**config.mk**
```make
export PLATFORM = sky130hd
export DESIGN_NAME = bounded_min_heap_top_k_unit
export DESIGN_NICKNAME = d
export VERILOG_FILES = /design/src/hdl/bmh_pkg.sv /design/src/hdl/bmh_ram.sv /design/src/hdl/bmh_seq.sv /design/src/hdl/bmh_dp.sv /design/src/hdl/bounded_min_heap_top_k_unit.sv
export SDC_FILE = /design/constraint.sdc
export NUM_CORES = 2
export LEC_CHECK = 0
export BUFFER_PORTS_ARGS = -buffer_cell sky130_fd_sc_hd__buf_4
export CAP_MARGIN = 20
export CORE_ASPECT_RATIO = 1.5
export CORE_MARGIN = 1.5
export CORE_UTILIZATION = 29
export CTS_BUF_LIST = sky130_fd_sc_hd__clkbuf_4 sky130_fd_sc_hd__clkbuf_8 sky130_fd_sc_hd__clkbuf_16
export DETAILED_ROUTE_END_ITERATION = 8
export MAX_ROUTING_LAYER = met4
export SKIP_CTS_REPAIR_TIMING = 1
export SLEW_MARGIN = 20
export SYNTH_ARGS = -nofsm -noshare
export SYNTH_HDL_FRONTEND = slang
export SYNTH_HIERARCHICAL = 1
export SYNTH_SLANG_ARGS = --single-unit
```
**constraint.sdc**
```tcl
create_clock -name clk -period 7.35 [get_ports clk]
set_clock_uncertainty 0.15 [all_clocks]
set_input_delay 1.47 -clock clk [delete_from_list [all_inputs] [get_ports clk]]
set_output_delay 1.47 -clock clk [all_outputs]
set_load 0.05 [all_outputs]
```
**src/hdl/bmh_pkg.sv**
```systemverilog
// Shared types for the bounded min-heap top-K unit: micro-op and condition codes,
// the control word, sequencer addresses and the datapath status bundle.
// No dependencies.
package bmh_pkg;

  localparam logic [4:0] LIMIT_RESET = 5'd16;
  localparam int UPC_BITS = 4;

  typedef enum logic [3:0] {
    OP_NONE       = 4'd0,
    OP_LOAD       = 4'd1,
    OP_APPEND     = 4'd2,
    OP_READ_PAR   = 4'd3,
    OP_UP_MOVE    = 4'd4,
    OP_EVICT      = 4'd5,
    OP_READ_LEFT  = 4'd6,
    OP_CAP_LEFT   = 4'd7,
    OP_PICK_RIGHT = 4'd8,
    OP_DOWN_MOVE  = 4'd9,
    OP_PLACE      = 4'd10,
    OP_EMIT       = 4'd11
  } op_t;

  typedef enum logic [3:0] {
    C_NEVER       = 4'd0,
    C_ALWAYS      = 4'd1,
    C_NO_ITEM     = 4'd2,
    C_ROOM        = 4'd3,
    C_NO_BEAT     = 4'd4,
    C_AT_ROOT     = 4'd5,
    C_NOT_LESS_RD = 4'd6,
    C_NO_KID      = 4'd7,
    C_NO_RIGHT    = 4'd8,
    C_ITEM_LESS_C = 4'd9,
    C_OUT_FREE    = 4'd10
  } cond_t;

  typedef logic [UPC_BITS-1:0] upc_t;

  // microprogram addresses
  localparam upc_t UA_IDLE     = 4'd0;
  localparam upc_t UA_ROOM     = 4'd1;
  localparam upc_t UA_BEAT     = 4'd2;
  localparam upc_t UA_DN_INIT  = 4'd3;
  localparam upc_t UA_DN_TEST  = 4'd4;
  localparam upc_t UA_DN_LEFT  = 4'd5;
  localparam upc_t UA_DN_RIGHT = 4'd6;
  localparam upc_t UA_DN_CMP   = 4'd7;
  localparam upc_t UA_DN_MOVE  = 4'd8;
  localparam upc_t UA_UP_INIT  = 4'd9;
  localparam upc_t UA_UP_TEST  = 4'd10;
  localparam upc_t UA_UP_WAIT  = 4'd11;
  localparam upc_t UA_UP_MOVE  = 4'd12;
  localparam upc_t UA_PLACE    = 4'd13;
  localparam upc_t UA_FINISH   = 4'd14;
  localparam upc_t UA_FIN_WAIT = 4'd15;

  typedef struct packed {
    op_t   op;
    cond_t cond;
    upc_t  target;
  } ctrl_t;

  typedef struct packed {
    logic item_valid;
    logic out_free;
    logic room;
    logic beat;
    logic at_root;
    logic not_less_rd;
    logic no_kid;
    logic no_right;
    logic item_less_c;
  } status_t;

endpackage

```
**src/hdl/bmh_ram.sv**
```systemverilog
// Generic single-write, single-read RAM with registered read data.
// No dependencies.
module bmh_ram #(
  parameter int WIDTH = 64,
  parameter int DEPTH = 16,
  parameter int ADDR_BITS = 4
) (
  input  logic                 clk,
  input  logic                 we,
  input  logic [ADDR_BITS-1:0] waddr,
  input  logic [WIDTH-1:0]     wdata,
  input  logic [ADDR_BITS-1:0] raddr,
  output logic [WIDTH-1:0]     rdata
);

  logic [WIDTH-1:0] mem [DEPTH];

  always_ff @(posedge clk) begin
    if (we) begin
      mem[waddr] <= wdata;
    end
    rdata <= mem[raddr];
  end

endmodule

```
**src/hdl/bmh_seq.sv**
```systemverilog
// Microcode sequencer: step counter, control-word ROM and jump logic.
// Depends on bmh_pkg.
module bmh_seq (
  input  logic             clk,
  input  logic             rst,
  input  bmh_pkg::status_t status,
  output bmh_pkg::ctrl_t   ctrl
);

  bmh_pkg::upc_t upc;
  bmh_pkg::upc_t upc_next;
  logic          take;

  // jump taken: go to target, else fall through to the next step
  function automatic bmh_pkg::ctrl_t rom(input bmh_pkg::upc_t a);
    bmh_pkg::ctrl_t w;
    w = '{op: bmh_pkg::OP_NONE, cond: bmh_pkg::C_ALWAYS, target: bmh_pkg::UA_IDLE};
    case (a)
      bmh_pkg::UA_IDLE:     w = '{bmh_pkg::OP_LOAD, bmh_pkg::C_NO_ITEM, bmh_pkg::UA_IDLE};
      bmh_pkg::UA_ROOM:     w = '{bmh_pkg::OP_NONE, bmh_pkg::C_ROOM, bmh_pkg::UA_UP_INIT};
      bmh_pkg::UA_BEAT:     w = '{bmh_pkg::OP_NONE, bmh_pkg::C_NO_BEAT, bmh_pkg::UA_FINISH};
      bmh_pkg::UA_DN_INIT:  w = '{bmh_pkg::OP_EVICT, bmh_pkg::C_NEVER, bmh_pkg::UA_IDLE};
      bmh_pkg::UA_DN_TEST:  w = '{bmh_pkg::OP_READ_LEFT, bmh_pkg::C_NO_KID, bmh_pkg::UA_PLACE};
      bmh_pkg::UA_DN_LEFT:  w = '{bmh_pkg::OP_CAP_LEFT, bmh_pkg::C_NO_RIGHT, bmh_pkg::UA_DN_CMP};
      bmh_pkg::UA_DN_RIGHT: w = '{bmh_pkg::OP_PICK_RIGHT, bmh_pkg::C_NEVER, bmh_pkg::UA_IDLE};
      bmh_pkg::UA_DN_CMP:   w = '{bmh_pkg::OP_NONE, bmh_pkg::C_ITEM_LESS_C, bmh_pkg::UA_PLACE};
      bmh_pkg::UA_DN_MOVE:  w = '{bmh_pkg::OP_DOWN_MOVE, bmh_pkg::C_ALWAYS, bmh_pkg::UA_DN_TEST};
      bmh_pkg::UA_UP_INIT:  w = '{bmh_pkg::OP_APPEND, bmh_pkg::C_NEVER, bmh_pkg::UA_IDLE};
      bmh_pkg::UA_UP_TEST:  w = '{bmh_pkg::OP_READ_PAR, bmh_pkg::C_AT_ROOT, bmh_pkg::UA_PLACE};
      // keep the parent address on the read port so the move step sees its word
      bmh_pkg::UA_UP_WAIT:  w = '{bmh_pkg::OP_READ_PAR, bmh_pkg::C_NOT_LESS_RD, bmh_pkg::UA_PLACE};
      bmh_pkg::UA_UP_MOVE:  w = '{bmh_pkg::OP_UP_MOVE, bmh_pkg::C_ALWAYS, bmh_pkg::UA_UP_TEST};
      bmh_pkg::UA_PLACE:    w = '{bmh_pkg::OP_PLACE, bmh_pkg::C_NEVER, bmh_pkg::UA_IDLE};
      bmh_pkg::UA_FINISH:   w = '{bmh_pkg::OP_EMIT, bmh_pkg::C_OUT_FREE, bmh_pkg::UA_IDLE};
      bmh_pkg::UA_FIN_WAIT: w = '{bmh_pkg::OP_NONE, bmh_pkg::C_ALWAYS, bmh_pkg::UA_FINISH};
      default:              w = '{bmh_pkg::OP_NONE, bmh_pkg::C_ALWAYS, bmh_pkg::UA_IDLE};
    endcase
    return w;
  endfunction

  assign ctrl = rom(upc);

  always_comb begin
    case (ctrl.cond)
      bmh_pkg::C_NEVER:       take = 1'b0;
      bmh_pkg::C_ALWAYS:      take = 1'b1;
      bmh_pkg::C_NO_ITEM:     take = !status.item_valid;
      bmh_pkg::C_ROOM:        take = status.room;
      bmh_pkg::C_NO_BEAT:     take = !status.beat;
      bmh_pkg::C_AT_ROOT:     take = status.at_root;
      bmh_pkg::C_NOT_LESS_RD: take = status.not_less_rd;
      bmh_pkg::C_NO_KID:      take = status.no_kid;
      bmh_pkg::C_NO_RIGHT:    take = status.no_right;
      bmh_pkg::C_ITEM_LESS_C: take = status.item_less_c;
      bmh_pkg::C_OUT_FREE:    take = status.out_free;
      default:                take = 1'b1;
    endcase
    upc_next = take ? ctrl.target : upc + 1'b1;
  end

  always_ff @(posedge clk) begin
    if (rst) begin
      upc <= bmh_pkg::UA_IDLE;
    end else begin
      upc <= upc_next;
    end
  end

endmodule

```
**src/hdl/bmh_dp.sv**
```systemverilog
// Heap datapath: item, cursor and child registers, fill count, root copy,
// limit register and the heap RAM, all driven by the control word.
// Depends on bmh_pkg and bmh_ram.
module bmh_dp #(
  parameter int CAPACITY = 16,
  parameter int WEIGHT_BITS = 32,
  parameter int TAG_BITS = 32,
  parameter int ADDR_BITS = 4,
  parameter int COUNT_BITS = 5
) (
  input  logic                   clk,
  input  logic                   rst,
  input  bmh_pkg::ctrl_t         ctrl,
  input  logic                   in_valid,
  input  logic                   out_free,
  input  logic [WEIGHT_BITS-1:0] in_weight,
  input  logic [TAG_BITS-1:0]    in_tag,
  input  logic                   cfg_we,
  input  logic [4:0]             cfg_wdata,
  output bmh_pkg::status_t       status,
  output logic                   accepted,
  output logic                   displaced,
  output logic [WEIGHT_BITS-1:0] evicted_weight,
  output logic [TAG_BITS-1:0]    evicted_tag,
  output logic [COUNT_BITS-1:0]  count,
  output logic [WEIGHT_BITS-1:0] root_weight
);

  localparam int WORD = WEIGHT_BITS + TAG_BITS;
  localparam int XW = ADDR_BITS + 2;
  localparam int LW = (XW > 5) ? XW : 5;

  logic [WEIGHT_BITS-1:0] item_w;
  logic [TAG_BITS-1:0]    item_t;
  logic [ADDR_BITS-1:0]   pos;
  logic [ADDR_BITS-1:0]   kid;
  logic [WEIGHT_BITS-1:0] c_w;
  logic [TAG_BITS-1:0]    c_t;
  logic [TAG_BITS-1:0]    root_t;
  logic [4:0]             element_limit;

  logic                   we;
  logic [ADDR_BITS-1:0]   waddr;
  logic [ADDR_BITS-1:0]   raddr;
  logic [WORD-1:0]        wdata;
  logic [WORD-1:0]        rdata;
  logic [WEIGHT_BITS-1:0] rd_w;
  logic [TAG_BITS-1:0]    rd_t;
  logic [ADDR_BITS-1:0]   par;
  logic [XW-1:0]          kid_l;
  logic [XW-1:0]          kid_r;
  logic [XW-1:0]          count_x;
  logic                   load;

  assign rd_w    = rdata[WEIGHT_BITS-1:0];
  assign rd_t    = rdata[WEIGHT_BITS +: TAG_BITS];
  assign par     = ADDR_BITS'((pos - 1'b1) >> 1);
  assign kid_l   = {1'b0, pos, 1'b1};
  assign kid_r   = XW'(kid) + 1'b1;
  assign count_x = XW'(count);
  assign load    = (ctrl.op == bmh_pkg::OP_LOAD) && in_valid;

  always_comb begin
    status.item_valid  = in_valid;
    status.out_free    = out_free;
    status.room        = (LW'(count) < LW'(element_limit)) && (LW'(count) < LW'(CAPACITY));
    status.beat        = (element_limit != '0) && (count != '0)
                         && ($signed(root_weight) < $signed(item_w));
    status.at_root     = (pos == '0);
    status.not_less_rd = !($signed(item_w) < $signed(rd_w));
    status.no_kid      = (kid_l >= count_x);
    status.no_right    = (kid_r >= count_x);
    status.item_less_c = $signed(item_w) < $signed(c_w);
  end

  always_comb begin
    we    = 1'b0;
    waddr = pos;
    wdata = {item_t, item_w};
    raddr = '0;
    case (ctrl.op)
      bmh_pkg::OP_READ_PAR:  raddr = par;
      bmh_pkg::OP_READ_LEFT: raddr = ADDR_BITS'(kid_l);
      bmh_pkg::OP_CAP_LEFT:  raddr = ADDR_BITS'(kid_r);
      bmh_pkg::OP_UP_MOVE: begin
        we    = 1'b1;
        wdata = rdata;
      end
      bmh_pkg::OP_DOWN_MOVE: begin
        we    = 1'b1;
        wdata = {c_t, c_w};
      end
      bmh_pkg::OP_PLACE:     we = 1'b1;
      default:               raddr = '0;
    endcase
  end

  bmh_ram #(
    .WIDTH(WORD),
    .DEPTH(CAPACITY),
    .ADDR_BITS(ADDR_BITS)
  ) u_ram (
    .clk(clk),
    .we(we),
    .waddr(waddr),
    .wdata(wdata),
    .raddr(raddr),
    .rdata(rdata)
  );

  always_ff @(posedge clk) begin
    if (rst) begin
      count         <= '0;
      element_limit <= bmh_pkg::LIMIT_RESET;
    end else begin
      if (cfg_we) begin
        element_limit <= cfg_wdata;
      end
      if (ctrl.op == bmh_pkg::OP_APPEND) begin
        count <= count + 1'b1;
      end
    end
  end

  always_ff @(posedge clk) begin
    if (load) begin
      item_w         <= in_weight;
      item_t         <= in_tag;
      accepted       <= 1'b0;
      displaced      <= 1'b0;
      evicted_weight <= '0;
      evicted_tag    <= '0;
    end
    case (ctrl.op)
      bmh_pkg::OP_APPEND: begin
        pos      <= ADDR_BITS'(count);
        accepted <= 1'b1;
      end
      bmh_pkg::OP_EVICT: begin
        pos            <= '0;
        accepted       <= 1'b1;
        displaced      <= 1'b1;
        evicted_weight <= root_weight;
        evicted_tag    <= root_t;
      end
      bmh_pkg::OP_UP_MOVE:   pos <= par;
      bmh_pkg::OP_READ_LEFT: kid <= ADDR_BITS'(kid_l);
      bmh_pkg::OP_CAP_LEFT: begin
        c_w <= rd_w;
        c_t <= rd_t;
      end
      bmh_pkg::OP_PICK_RIGHT: begin
        // right child only if strictly lighter than the left
        if ($signed(rd_w) < $signed(c_w)) begin
          c_w <= rd_w;
          c_t <= rd_t;
          kid <= ADDR_BITS'(kid_r);
        end
      end
      bmh_pkg::OP_DOWN_MOVE: pos <= kid;
      default: ;
    endcase
    // shadow copy of entry 0
    if (we && waddr == '0) begin
      root_weight <= wdata[WEIGHT_BITS-1:0];
      root_t      <= wdata[WEIGHT_BITS +: TAG_BITS];
    end
  end

endmodule

```
**src/hdl/bounded_min_heap_top_k_unit.sv**
```systemverilog
// Top level of the bounded min-heap top-K unit: stream ports, result register.
// Depends on bmh_pkg, bmh_seq, bmh_dp (and bmh_ram below it).
//
// channel   direction  handshake          payload
// s_*       in         s_tvalid/s_tready  tdata: item_weight, item_tag
// m_*       out        m_tvalid/m_tready  tdata: evicted_weight, evicted_tag,
//                                          entry_count, min_weight; tuser: accepted, displaced
// cfg_*     in         cfg_we             cfg_wdata: element_limit
//
// Each item runs as microcode steps: a reject tests room and beat and goes to the
// finish step; an append reads the parent, compares and moves once per level climbed;
// a replace evicts the root, reads the left and right child, picks one, compares and
// moves once per level descended; both end by placing the item. Levels up to
// log2(CAPACITY). One RAM read port with registered read; one step per read, compare or move.
// Reset (rst, synchronous) empties the heap and sets the limit to 16.
// A finished result sits in the output register; the sequencer holds in its
// finish step until that register is free, and takes the next item after it.
module bounded_min_heap_top_k_unit #(
  parameter int CAPACITY = 16,
  parameter int WEIGHT_BITS = 32,
  parameter int TAG_BITS = 32
) (
  input  logic clk,
  input  logic rst,
  input  logic s_tvalid,
  output logic s_tready,
  // [WEIGHT_BITS-1:0] item_weight, then item_tag, zero pad to bytes
  input  logic [((WEIGHT_BITS+TAG_BITS+7)/8)*8-1:0] s_tdata,
  output logic m_tvalid,
  input  logic m_tready,
  // evicted_weight, evicted_tag, entry_count (5), min_weight, zero pad to bytes
  output logic [((2*WEIGHT_BITS+TAG_BITS+5+7)/8)*8-1:0] m_tdata,
  // [0] accepted, [1] displaced
  output logic [1:0] m_tuser,
  input  logic cfg_we,
  input  logic [4:0] cfg_wdata
);

  localparam int ADDR_BITS = (CAPACITY > 1) ? $clog2(CAPACITY) : 1;
  localparam int COUNT_BITS = $clog2(CAPACITY + 1);
  localparam int RAW_OUT = 2 * WEIGHT_BITS + TAG_BITS + 5;

  bmh_pkg::ctrl_t   ctrl;
  bmh_pkg::status_t status;

  logic                   out_free;
  logic                   dp_acc;
  logic                   dp_disp;
  logic [WEIGHT_BITS-1:0] dp_ev_w;
  logic [TAG_BITS-1:0]    dp_ev_t;
  logic [COUNT_BITS-1:0]  dp_count;
  logic [WEIGHT_BITS-1:0] dp_root_w;
  logic [RAW_OUT-1:0]     out_data;
  logic [WEIGHT_BITS-1:0] min_w;

  assign out_free = !m_tvalid || m_tready;
  assign s_tready = (ctrl.op == bmh_pkg::OP_LOAD);
  assign min_w    = (dp_count != '0) ? dp_root_w : '0;

  bmh_seq u_seq (
    .clk(clk),
    .rst(rst),
    .status(status),
    .ctrl(ctrl)
  );

  bmh_dp #(
    .CAPACITY(CAPACITY),
    .WEIGHT_BITS(WEIGHT_BITS),
    .TAG_BITS(TAG_BITS),
    .ADDR_BITS(ADDR_BITS),
    .COUNT_BITS(COUNT_BITS)
  ) u_dp (
    .clk(clk),
    .rst(rst),
    .ctrl(ctrl),
    .in_valid(s_tvalid),
    .out_free(out_free),
    .in_weight(s_tdata[WEIGHT_BITS-1:0]),
    .in_tag(s_tdata[WEIGHT_BITS +: TAG_BITS]),
    .cfg_we(cfg_we),
    .cfg_wdata(cfg_wdata),
    .status(status),
    .accepted(dp_acc),
    .displaced(dp_disp),
    .evicted_weight(dp_ev_w),
    .evicted_tag(dp_ev_t),
    .count(dp_count),
    .root_weight(dp_root_w)
  );

  always_ff @(posedge clk) begin
    if (rst) begin
      m_tvalid <= 1'b0;
    end else if (ctrl.op == bmh_pkg::OP_EMIT && out_free) begin
      m_tvalid <= 1'b1;
    end else if (m_tready) begin
      m_tvalid <= 1'b0;
    end
  end

  always_ff @(posedge clk) begin
    if (ctrl.op == bmh_pkg::OP_EMIT && out_free) begin
      out_data <= {min_w, 5'(dp_count), dp_ev_t, dp_ev_w};
      m_tuser  <= {dp_disp, dp_acc};
    end
  end

  always_comb begin
    m_tdata = '0;
    m_tdata[RAW_OUT-1:0] = out_data;
  end

  a_disp_acc: assert property (@(posedge clk) disable iff (rst)
    m_tvalid |-> (!m_tuser[1] || m_tuser[0]))
    else $error("displaced result not marked accepted");

  a_count_cap: assert property (@(posedge clk) disable iff (rst)
    1'b1 |-> (dp_count <= COUNT_BITS'(CAPACITY)))
    else $error("fill count above capacity");

  a_busy: assert property (@(posedge clk) disable iff (rst)
    (s_tvalid && s_tready) |=> !s_tready)
    else $error("second item taken while one is in work");

  a_disp_full: assert property (@(posedge clk) disable iff (rst)
    (m_tvalid && m_tuser[1]) |-> (m_tdata[WEIGHT_BITS+TAG_BITS +: 5] != 5'd0))
    else $error("replacement reported on an empty heap");

endmodule

```
==> results.cfg <==
[place]
dp_cells = 5747
place_congestion = 0.808
dp_hpwl_mm = 78.0
place_area_sq_um = 62500
portBuffers = 178

[sta]
relSlewSlack_pct = 23.9
hold_viol = 0
period_share_pct = 76.1
final.setup.tns_ps = 0
final-max-slew-violation-count = 0
tightest_slew_ps = 1140
period_minus_slack_ps = 5590
max_freq_mhz = 179
rsz0062_at_grt = false
finalSetupViolations = 0

[critical_path]
crit_required_ps = 7890
crit_arrival_ps = 6140
cpMostUsedCell = mux2i_1
cp-end-kind = flop
crit_type = reg -> reg
worstPathCellList = ha_1 -> a21oi_1 -> o21bai_1 -> a2111oi_1 -> a31oi_1 -> nor2_1 -> mux2i_1 -> nor3b_1 -> nor2_1 -> o22ai_1 -> nor4b_4 -> mux2i_1 -> inv_1 -> ha_1 -> mux2_2 -> mux2i_1
critPathLaunchType = flop
slowest_stage = a2111oi_1
crit_buf_inv = 1
path_delay_family = compound AO/OA/AOI/OAI gates
crit_path_max_fanout = 13
worst-path-stages = 16
worstRegToRegCells = 16
slowest_delay_ps = 920

[flow_run]
maxCapViolations = 0

[power]
pwr_density_cell_nw_per_um2 = 330
peakVddDrop_mv = 0.243
leakage_nw = 22.3

[synth]
synthCells = 3021
ys_warn_count = 6
seq_area_frac_synth_pct = 75.4
synthFlopType = edfxtp_1
yosys.area_share.adder_pct = 3.22
synth_compound_area_share_pct = 4.69
synth_cell_types = 76
synth_area_leader_cell = edfxtp_1
synth_top_area_share_pct = 72.2
synth_area_leaders = edfxtp_1 (72%), mux4_2 (10%), ha_1 (3.2%), dfxtp_1 (3.2%), a22oi_1 (2.1%)
synth_xor_area_share_pct = 0.167
ys_async_sr_fraction_pct = 0
ys_ff_latch = 1484
synth_top_family_by_area = multiplexers
netlist_area_sq_um = 57900
synth_common_cells = edfxtp_1 (1,391), mux4_2 (256), nand2_1 (178)
synth_edf_count = 1391
muxShareOfSynthArea_pct = 10.4
synthSimpleGateAreaFrac_pct = 4.00
avgSynthCellArea_sq_um = 19.2
yosys.cell_count.top_type = edfxtp_1

[worst_hold_path]
whs_path_depth = 0
hp-class = reg -> reg

[floorplan]
rows = 200
coreArea_sq_um = 198000
die_y_microns = 550
pin_count = 182
die_w_microns = 368
die_area_sq_um = 202000
start_util_pct = 29.2

[route]
first_pass_iters = 5
drc = 0
routed_wl_mm = 140
via_per_inst = 4.84
antenna_left = 0
drt_iter0_markers = 2559
routed-via-count = 29128
drt-wirelength-per-cell_microns = 23.2

[layout]
fill_cells = 18714
fin_nets = 3489
area_growth_pct = 16.2
utilization_pct = 33.9
design_area_sq_um = 67200
fin_cells = 6015
layout-drive-gt1-share_pct = 23.5

[run_status]
status = finished clean

[clocking]
cts_num_sinks = 1484
clock_path_buffers = 3
path_clk_slew_ps = 60
h-tree-depth = 4
clkLatencyLatePin_ps = 780
cts_buffers = 143
root_buffer = clkbuf_16
cts_tree = built

[global_routing]
antenna_found_initial = 11
grt_first_pass_wirelength_mm = 204
grt_max_degree = 136
gr-usage-all-layers_pct = 14.1
gr-total-overflow = 0
grt_pass1_vias = 29899
==> report_power, final <==
part	internal, mW	leakage (nW)	switching, mW
Combinational	1.13	6.54	2.58
Sequential	10.8	13.4	0.326
Clock	4.17	2.36	3.15
Total	16.1	22.3	6.06
==> per-stage QoR <==
step / setup WS [ps] / power, mW / hold WS, ps
after floorplan: 473 / 13.7 / 250
after global placement: 1670 / 15.0 / 254
after detailed placement: 1790 / 15.1 / 255
after CTS: 1770 / 22.4 / 269
after global routing: 1570 / 23.1 / 267
final: 1760 / 22.2 / 267
==> state kept, by name, summed over array words and instances (netlist names), 5 cells and up <==
signal,cells
u_dp/item_w,32
u_dp/c_t,32
u_seq/ctrl,12
u_dp/evicted_tag,32
u_dp/c_w,32
u_dp/count,5
u_dp/evicted_weight,32
u_dp/element_limit,5
out_data,101
u_dp/root_weight,32
u_dp/u_ram/mem,1024
u_dp/item_t,32
u_dp/u_ram/rdata,64
u_dp/root_t,32
==> cell families (layout without fill, tap and decap cells) <==
logic type | after synthesis | in the layout
adder cells (fa/ha/maj) | 149 | 149
XOR/XNOR | 11 | 11
AO/OA/AOI/OAI | 369 | 369
other | 1 | 7
flip-flops | 1484 | 1484
buffers and inverters | 268 | 630
AND/OR/NAND/NOR | 459 | 459
multiplexers | 280 | 280
==> placed cells by master, fill, tap and decap left out, drive strengths merged, types with 5 or more instances in the layout <==
master / count
edfxtp: 1391
mux4: 256
buf: 242
clkbuf: 195
nand2: 178
a22oi: 162
ha: 149
inv: 131
dfxtp: 93
and3: 65
nor2: 58
a21oi: 52
clkinv: 51
nor3: 48
a221o: 34
a21boi: 34
o21ai: 28
nand4: 21
mux2i: 20
nand3: 20
nand2b: 19
nor2b: 14
xnor2: 8
a21o: 8
o211ai: 7
bufinv: 6
a211oi: 6
nand3b: 6
a31oi: 6
clkinvlp: 5
o21a: 5
and4: 5
==> layer usage <==
layer	track usage, %	share of wire, %	vias up	wire length (microns)
met2	22.9	49	998	68800
met5	-	0	-	0
met4	4.08	2.2	0	3060
met1	18.2	42	15225	59300
met3	2.01	6.1	172	8470
li1	-	-	12733	-
==> area by class of cell <==
cell class | count | area, sq um | area share (%)
tap | 2626 | 3290 | 4.89
clock buffer | 195 | 4110 | 6.12
timing repair buffer | 242 | 1870 | 2.78
antenna | 4 | 10.0 | 0.0149
multi-input combinational | 1271 | 13200 | 19.7
clock inverter | 69 | 603 | 0.897
inverter | 124 | 468 | 0.696
sequential | 1484 | 43600 | 64.9
==> worst paths after layout <==
path	startpoint	end	slack, ps
worst max-delay path	u_dp/item_w[13]	u_seq/ctrl[8]	1760
worst min-delay path	u_dp/evicted_weight[18]	out_data[18]	270
worst max register to register	u_dp/item_w[13]	u_seq/ctrl[8]	1760
worst min register to register	u_dp/evicted_weight[18]	out_data[18]	270
(Power assumes the default switching activity.)
